==> src/rtl/mmp_pkg.sv <==
// ----------------------------------------------------------------------------
// mmp_pkg
// Shared widths, types and helper functions for the minmod-limited octant
// prolongation pipeline.
// ----------------------------------------------------------------------------
package mmp_pkg;

  localparam int VALUE_WIDTH = 32;
  localparam int DIFF_WIDTH  = VALUE_WIDTH + 1;  // exact one-sided difference
  localparam int SUM_WIDTH   = VALUE_WIDTH + 3;  // exact sum of three slopes
  localparam int QTR_WIDTH   = SUM_WIDTH - 2;    // sum after floor shift by two
  localparam int WIDE_WIDTH  = VALUE_WIDTH + 2;  // child before saturation

  typedef logic signed [VALUE_WIDTH-1:0] value_t;
  typedef logic signed [DIFF_WIDTH-1:0]  diff_t;
  typedef logic signed [SUM_WIDTH-1:0]   sum_t;
  typedef logic signed [QTR_WIDTH-1:0]   qtr_t;
  typedef logic signed [WIDE_WIDTH-1:0]  wide_t;

  localparam value_t VAL_MAX = {1'b0, {(VALUE_WIDTH-1){1'b1}}};
  localparam value_t VAL_MIN = {1'b1, {(VALUE_WIDTH-1){1'b0}}};

  // Limited slopes and center value handed from the slope unit to the child unit
  typedef struct packed {
    value_t u;
    diff_t  sx;
    diff_t  sy;
    diff_t  sz;
  } slope_t;

  function automatic diff_t minmod(input diff_t up, input diff_t down);
    diff_t res;
    res = '0;
    if (up > 0 && down > 0) begin
      res = (up < down) ? up : down;
    end else if (up < 0 && down < 0) begin
      res = (up > down) ? up : down;
    end
    return res;
  endfunction

  function automatic value_t saturate(input wide_t v);
    value_t res;
    // fits when the three top bits agree
    if (v[WIDE_WIDTH-1:VALUE_WIDTH-1] == '0 || v[WIDE_WIDTH-1:VALUE_WIDTH-1] == '1) begin
      res = v[VALUE_WIDTH-1:0];
    end else if (v[WIDE_WIDTH-1] == 1'b0) begin
      res = VAL_MAX;
    end else begin
      res = VAL_MIN;
    end
    return res;
  endfunction

  function automatic diff_t widen(input value_t v);
    diff_t res;
    res = {v[VALUE_WIDTH-1], v};
    return res;
  endfunction

endpackage

==> src/rtl/mmp_in_if.sv <==
// ----------------------------------------------------------------------------
// mmp_in_if
// Request channel carrying one parent cell and its six face neighbors.
// ----------------------------------------------------------------------------
interface mmp_in_if import mmp_pkg::*; ();
  logic   valid;
  logic   ready;
  value_t center_value;
  value_t x_minus;
  value_t x_plus;
  value_t y_minus;
  value_t y_plus;
  value_t z_minus;
  value_t z_plus;

  modport source (
    output valid, center_value, x_minus, x_plus, y_minus, y_plus, z_minus, z_plus,
    input  ready
  );
  modport sink (
    input  valid, center_value, x_minus, x_plus, y_minus, y_plus, z_minus, z_plus,
    output ready
  );
endinterface

==> src/rtl/mmp_out_if.sv <==
// ----------------------------------------------------------------------------
// mmp_out_if
// Result channel carrying the eight prolonged child values.
// ----------------------------------------------------------------------------
interface mmp_out_if import mmp_pkg::*; ();
  logic   valid;
  logic   ready;
  value_t child_000;
  value_t child_100;
  value_t child_010;
  value_t child_110;
  value_t child_001;
  value_t child_101;
  value_t child_011;
  value_t child_111;

  modport source (
    output valid, child_000, child_100, child_010, child_110,
           child_001, child_101, child_011, child_111,
    input  ready
  );
  modport sink (
    input  valid, child_000, child_100, child_010, child_110,
           child_001, child_101, child_011, child_111,
    output ready
  );
endinterface

==> src/rtl/mmp_slope.sv <==
// ----------------------------------------------------------------------------
// mmp_slope
// Stages 1-2: one-sided differences per axis, then minmod limiting.
// ----------------------------------------------------------------------------
module mmp_slope import mmp_pkg::*; (
  input  logic     clk,
  input  logic     rst,
  mmp_in_if.sink   in_chan,
  output logic     slope_valid,
  input  logic     slope_ready,
  output slope_t   slope
);

  // stage 1 registers
  logic   v1;
  value_t u1;
  diff_t  up_x, dn_x, up_y, dn_y, up_z, dn_z;

  // stage 1 next values
  diff_t  up_x_next, dn_x_next, up_y_next, dn_y_next, up_z_next, dn_z_next;

  logic adv1, adv2;

  assign adv2 = !slope_valid || slope_ready;
  assign adv1 = !v1 || adv2;
  assign in_chan.ready = adv1;

  always_comb begin
    diff_t u_w;
    u_w       = widen(in_chan.center_value);
    up_x_next = widen(in_chan.x_plus) - u_w;
    dn_x_next = u_w - widen(in_chan.x_minus);
    up_y_next = widen(in_chan.y_plus) - u_w;
    dn_y_next = u_w - widen(in_chan.y_minus);
    up_z_next = widen(in_chan.z_plus) - u_w;
    dn_z_next = u_w - widen(in_chan.z_minus);
  end

  always_ff @(posedge clk) begin
    if (rst) begin
      v1 <= 1'b0;
    end else if (adv1) begin
      v1 <= in_chan.valid;
    end
    if (adv1 && in_chan.valid) begin
      u1   <= in_chan.center_value;
      up_x <= up_x_next;
      dn_x <= dn_x_next;
      up_y <= up_y_next;
      dn_y <= dn_y_next;
      up_z <= up_z_next;
      dn_z <= dn_z_next;
    end
  end

  always_ff @(posedge clk) begin
    if (rst) begin
      slope_valid <= 1'b0;
    end else if (adv2) begin
      slope_valid <= v1;
    end
    if (adv2 && v1) begin
      slope.u  <= u1;
      slope.sx <= minmod(up_x, dn_x);
      slope.sy <= minmod(up_y, dn_y);
      slope.sz <= minmod(up_z, dn_z);
    end
  end

endmodule

==> src/rtl/mmp_child.sv <==
// ----------------------------------------------------------------------------
// mmp_child
// Stages 3-4: signed slope sums with floor quarter, then u +/- quarter with
// saturation into the output register.
// ----------------------------------------------------------------------------
module mmp_child import mmp_pkg::*; (
  input  logic      clk,
  input  logic      rst,
  input  logic      slope_valid,
  output logic      slope_ready,
  input  slope_t    slope,
  mmp_out_if.source out_chan
);

  // stage 3 registers
  logic   v3;
  value_t u3;
  qtr_t   qa, qb, qc, qd;   // (x+y+z), (x-y-z), (x-y+z), (x+y-z), each /4 floored

  sum_t   sa, sb, sc, sd;
  wide_t  uw;
  wide_t  qa_w, qb_w, qc_w, qd_w;
  logic   adv3, adv4;

  assign adv4 = !out_chan.valid || out_chan.ready;
  assign adv3 = !v3 || adv4;
  assign slope_ready = adv3;

  always_comb begin
    sum_t xs, ys, zs;
    xs = {{2{slope.sx[DIFF_WIDTH-1]}}, slope.sx};
    ys = {{2{slope.sy[DIFF_WIDTH-1]}}, slope.sy};
    zs = {{2{slope.sz[DIFF_WIDTH-1]}}, slope.sz};
    sa = xs + ys + zs;
    sb = xs - ys - zs;
    sc = xs - ys + zs;
    sd = xs + ys - zs;
  end

  always_ff @(posedge clk) begin
    if (rst) begin
      v3 <= 1'b0;
    end else if (adv3) begin
      v3 <= slope_valid;
    end
    if (adv3 && slope_valid) begin
      u3 <= slope.u;
      // dropping the two low bits is the arithmetic shift right (floor)
      qa <= sa[SUM_WIDTH-1:2];
      qb <= sb[SUM_WIDTH-1:2];
      qc <= sc[SUM_WIDTH-1:2];
      qd <= sd[SUM_WIDTH-1:2];
    end
  end

  assign uw   = {{2{u3[VALUE_WIDTH-1]}}, u3};
  assign qa_w = {qa[QTR_WIDTH-1], qa};
  assign qb_w = {qb[QTR_WIDTH-1], qb};
  assign qc_w = {qc[QTR_WIDTH-1], qc};
  assign qd_w = {qd[QTR_WIDTH-1], qd};

  always_ff @(posedge clk) begin
    if (rst) begin
      out_chan.valid <= 1'b0;
    end else if (adv4) begin
      out_chan.valid <= v3;
    end
    if (adv4 && v3) begin
      out_chan.child_000 <= saturate(uw - qa_w);
      out_chan.child_111 <= saturate(uw + qa_w);
      out_chan.child_100 <= saturate(uw + qb_w);
      out_chan.child_011 <= saturate(uw - qb_w);
      out_chan.child_010 <= saturate(uw - qc_w);
      out_chan.child_101 <= saturate(uw + qc_w);
      out_chan.child_110 <= saturate(uw + qd_w);
      out_chan.child_001 <= saturate(uw - qd_w);
    end
  end

endmodule

==> src/rtl/minmod_prolongation_octant_unit.sv <==
// ----------------------------------------------------------------------------
// minmod_prolongation_octant_unit
// Minmod-limited linear prolongation of one parent cell into eight children,
// signed Q16.16, four-stage pipeline.
// ----------------------------------------------------------------------------
//  channel   dir  payload
//  in_chan   in   center_value, x/y/z minus/plus neighbors
//  out_chan  out  child_000 .. child_111
//
// One request is taken every cycle while no stall on out_chan backs up the
// pipeline (differences, limiting, slope sums, combine/saturate).
// Synchronous reset clears the stage valid bits only.
// A stall on out_chan backs up stage by stage; each stage still refills
// while the one ahead of it is empty, so no request is lost or repeated.
// ----------------------------------------------------------------------------
module minmod_prolongation_octant_unit import mmp_pkg::*; (
  input  logic      clk,
  input  logic      rst,
  mmp_in_if.sink    in_chan,
  mmp_out_if.source out_chan
);

  logic   slope_valid;
  logic   slope_ready;
  slope_t slope;

  mmp_slope u_slope (
    .clk         (clk),
    .rst         (rst),
    .in_chan     (in_chan),
    .slope_valid (slope_valid),
    .slope_ready (slope_ready),
    .slope       (slope)
  );

  mmp_child u_child (
    .clk         (clk),
    .rst         (rst),
    .slope_valid (slope_valid),
    .slope_ready (slope_ready),
    .slope       (slope),
    .out_chan    (out_chan)
  );

endmodule
==> src/flat_wrapper.sv <==
// flat-port wrapper written by rule: the top's interface ports become plain ports
module minmod_prolongation_octant_unit_flat import mmp_pkg::*;
  (clk, rst, in_chan_valid, in_chan_center_value, in_chan_x_minus, in_chan_x_plus, in_chan_y_minus, in_chan_y_plus, in_chan_z_minus, in_chan_z_plus, in_chan_ready, out_chan_valid, out_chan_child_000, out_chan_child_100, out_chan_child_010, out_chan_child_110, out_chan_child_001, out_chan_child_101, out_chan_child_011, out_chan_child_111, out_chan_ready);
  mmp_in_if in_chan_i ();
  mmp_out_if out_chan_i ();
  input  logic clk;
  input  logic rst;
  input wire logic [$bits(in_chan_i.valid)-1:0] in_chan_valid;
  input wire logic [$bits(in_chan_i.center_value)-1:0] in_chan_center_value;
  input wire logic [$bits(in_chan_i.x_minus)-1:0] in_chan_x_minus;
  input wire logic [$bits(in_chan_i.x_plus)-1:0] in_chan_x_plus;
  input wire logic [$bits(in_chan_i.y_minus)-1:0] in_chan_y_minus;
  input wire logic [$bits(in_chan_i.y_plus)-1:0] in_chan_y_plus;
  input wire logic [$bits(in_chan_i.z_minus)-1:0] in_chan_z_minus;
  input wire logic [$bits(in_chan_i.z_plus)-1:0] in_chan_z_plus;
  output wire logic [$bits(in_chan_i.ready)-1:0] in_chan_ready;
  output wire logic [$bits(out_chan_i.valid)-1:0] out_chan_valid;
  output wire logic [$bits(out_chan_i.child_000)-1:0] out_chan_child_000;
  output wire logic [$bits(out_chan_i.child_100)-1:0] out_chan_child_100;
  output wire logic [$bits(out_chan_i.child_010)-1:0] out_chan_child_010;
  output wire logic [$bits(out_chan_i.child_110)-1:0] out_chan_child_110;
  output wire logic [$bits(out_chan_i.child_001)-1:0] out_chan_child_001;
  output wire logic [$bits(out_chan_i.child_101)-1:0] out_chan_child_101;
  output wire logic [$bits(out_chan_i.child_011)-1:0] out_chan_child_011;
  output wire logic [$bits(out_chan_i.child_111)-1:0] out_chan_child_111;
  input wire logic [$bits(out_chan_i.ready)-1:0] out_chan_ready;
  assign in_chan_i.valid = in_chan_valid;
  assign in_chan_i.center_value = in_chan_center_value;
  assign in_chan_i.x_minus = in_chan_x_minus;
  assign in_chan_i.x_plus = in_chan_x_plus;
  assign in_chan_i.y_minus = in_chan_y_minus;
  assign in_chan_i.y_plus = in_chan_y_plus;
  assign in_chan_i.z_minus = in_chan_z_minus;
  assign in_chan_i.z_plus = in_chan_z_plus;
  assign in_chan_ready = in_chan_i.ready;
  assign out_chan_valid = out_chan_i.valid;
  assign out_chan_child_000 = out_chan_i.child_000;
  assign out_chan_child_100 = out_chan_i.child_100;
  assign out_chan_child_010 = out_chan_i.child_010;
  assign out_chan_child_110 = out_chan_i.child_110;
  assign out_chan_child_001 = out_chan_i.child_001;
  assign out_chan_child_101 = out_chan_i.child_101;
  assign out_chan_child_011 = out_chan_i.child_011;
  assign out_chan_child_111 = out_chan_i.child_111;
  assign out_chan_i.ready = out_chan_ready;
  minmod_prolongation_octant_unit u_core (.clk(clk), .rst(rst), .in_chan(in_chan_i), .out_chan(out_chan_i));
endmodule
==> config.mk <==
export PLATFORM = sky130hd
export DESIGN_NAME = minmod_prolongation_octant_unit_flat
export DESIGN_NICKNAME = d
export VERILOG_FILES = /design/src/rtl/mmp_pkg.sv /design/src/rtl/mmp_in_if.sv /design/src/rtl/mmp_out_if.sv /design/src/rtl/mmp_slope.sv /design/src/rtl/mmp_child.sv /design/src/rtl/minmod_prolongation_octant_unit.sv /design/src/flat_wrapper.sv
export SDC_FILE = /design/constraint.sdc
export NUM_CORES = 2
export LEC_CHECK = 0
export BUFFER_PORTS_ARGS = -buffer_cell sky130_fd_sc_hd__buf_2
export CAP_MARGIN = 10
export CORE_MARGIN = 10
export CORE_UTILIZATION = 62
export CTS_CLUSTER_DIAMETER = 150
export DETAILED_ROUTE_END_ITERATION = 16
export GPL_ROUTABILITY_DRIVEN = 0
export HOLD_SLACK_MARGIN = 0.1
export PLACE_DENSITY = 0.82
export SETUP_SLACK_MARGIN = 0.2
export SLEW_MARGIN = 20
export SYNTH_ARGS = -nofsm -noshare
export SYNTH_HDL_FRONTEND = slang
export SYNTH_SLANG_ARGS = --single-unit
==> constraint.sdc <==
create_clock -name clk -period 16.7 [get_ports clk]
set_input_delay 1.67 -clock clk [delete_from_list [all_inputs] [get_ports clk]]
set_output_delay 1.67 -clock clk [all_outputs]
set_load 0.02 [all_outputs]
==> impl_summary.txt <==
----------------------------------------------------
[Drt]
  Routed wirelength normalized by instance count ... 22.45 um
  Vias per cell ... around 6.3
  Number of detailed-route iterations in the first pass ... 8
  Detailed-route via count ... 51911
  Detailed-route DRC error count ... 0
  Number of antenna-violating nets in the routed design ... 0
  Iteration-0 DRC count of the detailed router ... around 6700
  Final routed wirelength across all metal layers ... 183.7 mm

[Yosys]
  Dominant cells by area after synthesis ... sky130_fd_sc_hd__edfxtp_1, sky130_fd_sc_hd__ha_1, sky130_fd_sc_hd__xnor2_1
  Post-Syn Area per Cell ... 9.573 sq um
  Count of distinct cell types in the synthesized netlist ... 100
  Post-synthesis net count ... 7429
  Yosys warning count ... 0
  Flops & latches, synth ... roughly 790
  Most frequently used flop master after synthesis ... sky130_fd_sc_hd__edfxtp_1
  Library cell with the largest summed area after synthesis ... sky130_fd_sc_hd__edfxtp_1
  Number of flops mapped to enable cells by yosys ... 781
  Netlist area before placement ... 0.06154 sq mm
  Area share of the largest cell type after synthesis ... a little under two fifths
  Post-synthesis instance total ... 6429
  Seq/Total Area, Yosys ... 38.24%
  Synth async-reset ratio ... 0%

[Finish]
  Area grow syn2layout ... 10.31%
  Fillers ... around 7300
  Layout cells sized above 1 ... 11.03%
  Most used cells in the layout excluding fill and tap cells ... sky130_fd_sc_hd__edfxtp_1, sky130_fd_sc_hd__ha_1, sky130_fd_sc_hd__inv_1
  Leading cell type in the layout, fill and taps excluded ... sky130_fd_sc_hd__edfxtp_1
  Utilization of the core after routing ... 68.98%
  Register with the most flip-flops ... u_core.u_slope.slope
  Net count reported at finish ... ~8000
  Multi-input combinational cell area ... 0.03462 sq mm
  Largest register FFs ... roughly 130
  Combined flip-flop and latch cell area ... between 0.02 and 0.025 sq mm

[Setup path]
  CP Data Arrival Time ... approximately 7 ns
  Sort of element at the end of the critical path ... flop
  Critical setup path kind ... flop to flop
  Peak fanout along the critical path ... 10
  Startpoint type of the worst setup path ... flop
  Required time reported for the critical path endpoint ... 17.12 ns

[Global routing]
  First-pass GRT wire length ... 278.2 mm
  Gr ovfl total ... 0
  Via count of the first global-routing pass ... 50486
  Maximum number of pins on one net before global-route repair ... 171
  Number of antenna violations at the first check in global routing ... 9
  Combined global-route utilization of all metal layers ... 31.40%

[Placement]
  Post-detail-place hpwl ... 146.7 mm
  Count of port buffers added during placement ... 485
  Post-placement setup slack ... roughly 10 ns

[Clock tree]
  Clock buffer count from CTS ... between 80 and 90
  Maximum buffer depth of the clock tree ... 3
  Cts-stage hold buffer count ... 0
  CTS Root Cell ... sky130_fd_sc_hd__clkbuf_16
  CTS tree ... done
  Clk sinks ... between 700 and 800
  Cts repair resizes ... 0
  Post-CTS Setup Repair Bufs ... 0
  H-Tree Level Count ... 3
  Clock transition at path regs ... 0.06 ns
  Worst-skew pair later-pin latency ... around 0.67 ns

[Power and ir drop]
  Flop pwr share ... 35.3%
  Power share of the combinational group ... between 30% and 40%
  Cell internal power dissipation ... between 4 and 5 mW
  Switching part of the total power ... approximately 37%
  Part of the total power dissipated in the clock network ... 25.1%
  Standby leakage power ... 29.31 nW
  Power dissipated by switching net loads ... approximately 2.8 mW
  Pwr per Cell Area ... 112.4 mW/mm^2
  Peak supply drop ... between 0.00009 and 0.0001 V

[STA]
  Period Utilization, post-route ... 39.86%
  Endpoints failing hold ... 0
  Maximum frequency from static timing analysis ... 150.2 MHz
  Largest clock skew in the final design ... 0.02625 ns
  Pin slew with the least headroom to its limit ... 1.164 ns
  Number of setup violations in the final report ... 0
  Final period demand of the worst path ... 6.657 ns
  Setup repair after global routing missed its margin ... no
  Relative slew margins ... between 20% and 30%
  Worst Setup Slack, final ... 10.04 ns
  Final setup TNS ... 0 ns
  Final Slew Violations ... 0

[Min path]
  Min-Delay Path Class ... flop to flop

[Floorplan]
  Initial core utilization ... 62.53%
  # rows ... 115
  Number of ports placed on the die boundary ... 486
  Core Region ... 0.09842 sq mm
  Vertical extent of the die ... 335.1 um
  Die width ... about 340 um
  Overall die area ... 0.1123 sq mm

[Job]
  Max capacitance violation total ... 0

[Status]
  Outcome ... completed

----------------------------------------------------
routing by layer:
layer	up-vias	part of all wire, %	GRT usage (%)
li1	24012	-	-
met1	24171	38	38.23
met2	3127	46	52.70
met3	591	10	5.433
met4	10	6.1	17.02
met5	-	0.033	0
kinds of logic (layout without fill, tap and decap cells):
group | Yosys count | after routing | synth area share (%)
other | 0 | 3 | 0
AO/OA/AOI/OAI | 1912 | 1912 | 20.31
flip-flops | 785 | 785 | 38.24
multiplexers | 8 | 8 | 0.1301
buffers and inverters | 904 | 1366 | 5.678
XOR/XNOR | 575 | 575 | 8.183
adder cells (fa/ha/maj) | 772 | 772 | 15.89
AND/OR/NAND/NOR | 1473 | 1473 | 11.57
Yosys cell counts (40+ instances only):
| library cell | number |
|---|---|
| sky130_fd_sc_hd__xor2_1 | 135 |
| sky130_fd_sc_hd__clkbuf_1 | 147 |
| sky130_fd_sc_hd__edfxtp_1 | 781 |
| sky130_fd_sc_hd__nand3_1 | 64 |
| sky130_fd_sc_hd__nand2_1 | 214 |
| sky130_fd_sc_hd__nor3_1 | 132 |
| sky130_fd_sc_hd__nor2_1 | 568 |
| sky130_fd_sc_hd__a21oi_1 | 566 |
| sky130_fd_sc_hd__o21a_1 | 74 |
| sky130_fd_sc_hd__nor2b_1 | 97 |
| sky130_fd_sc_hd__o31ai_1 | 40 |
| sky130_fd_sc_hd__inv_1 | 684 |
| sky130_fd_sc_hd__xnor2_1 | 440 |
| sky130_fd_sc_hd__buf_2 | 42 |
| sky130_fd_sc_hd__nand4_1 | 68 |
| sky130_fd_sc_hd__o21bai_1 | 129 |
| sky130_fd_sc_hd__a21o_1 | 229 |
| sky130_fd_sc_hd__and3_1 | 42 |
| sky130_fd_sc_hd__nand2b_1 | 76 |
| sky130_fd_sc_hd__o21ai_0 | 391 |
| sky130_fd_sc_hd__nor4_1 | 84 |
| sky130_fd_sc_hd__a22o_1 | 99 |
| sky130_fd_sc_hd__ha_1 | 756 |
cell type report:
type,instances,share of cell area [%]
antenna,3,0.01106
clock inverter,51,0.8626
sequential,785,34.67
multi-input combinational,4740,51.00
timing repair buffer,519,3.989
clock buffer,101,3.253
tap,1287,2.372
inverter,695,3.843
worst paths after layout:
path | cells after the start | to | startpoint | slack (ns)
setup / recovery | 21 | u_core.u_child.qa[32] | u_core.u_slope.slope[78] | 10.04
hold / removal | 0 | u_core.u_child.u3[27] | u_core.u_slope.slope[126] | 0.41
setup reg to reg | 21 | u_core.u_child.qa[32] | u_core.u_slope.slope[78] | 10.04
hold reg to reg | 0 | u_core.u_child.u3[27] | u_core.u_slope.slope[126] | 0.41
per-stage QoR:
stage	std cells	hold slack [ns]	total power, mW	cell area [sq um]
2_1_floorplan	6429	0.4003	4.796	61540
3_3_place_gp	8026	0.4016	5.529	65080
3_5_place_dp	8026	0.4045	5.626	65080
4_1_cts	8178	0.4139	7.542	67880
5_1_grt	8180	0.4217	7.965	67880
6_report	8181	0.4102	7.632	67890
worst max-delay path, stage by stage, from the launching register on:
cell                       delay (ns)
sky130_fd_sc_hd__edfxtp_1        0.40
sky130_fd_sc_hd__ha_1            0.43
sky130_fd_sc_hd__or4_1           0.61
sky130_fd_sc_hd__or3b_2          0.46
sky130_fd_sc_hd__a21oi_1         0.23
sky130_fd_sc_hd__o21ai_1         0.15
sky130_fd_sc_hd__a21oi_1         0.36
sky130_fd_sc_hd__o21ai_0         0.13
sky130_fd_sc_hd__nand2b_1        0.12
sky130_fd_sc_hd__a21oi_1         0.08
sky130_fd_sc_hd__o21bai_1        0.19
sky130_fd_sc_hd__xnor2_1         0.17
sky130_fd_sc_hd__ha_1            0.38
sky130_fd_sc_hd__or4_1           0.55
sky130_fd_sc_hd__or4_1           0.44
sky130_fd_sc_hd__nor3_1          0.22
sky130_fd_sc_hd__a221oi_2        0.15
sky130_fd_sc_hd__o41ai_2         0.56
sky130_fd_sc_hd__a311oi_2        0.24
sky130_fd_sc_hd__o21bai_1        0.17
sky130_fd_sc_hd__a21oi_1         0.11
sky130_fd_sc_hd__a21bo_2         0.22
power groups by stage:
stage	combinational, mW	clock, mW	sequential [mW]
final	3.02	1.92	2.69
after global routing	3.26	2.01	2.70
after CTS	2.93	1.93	2.68
after detailed placement	2.90	0	2.72
after global placement	2.82	0	2.71
after floorplan	2.10	0	2.70
(Power assumes the default switching activity.)
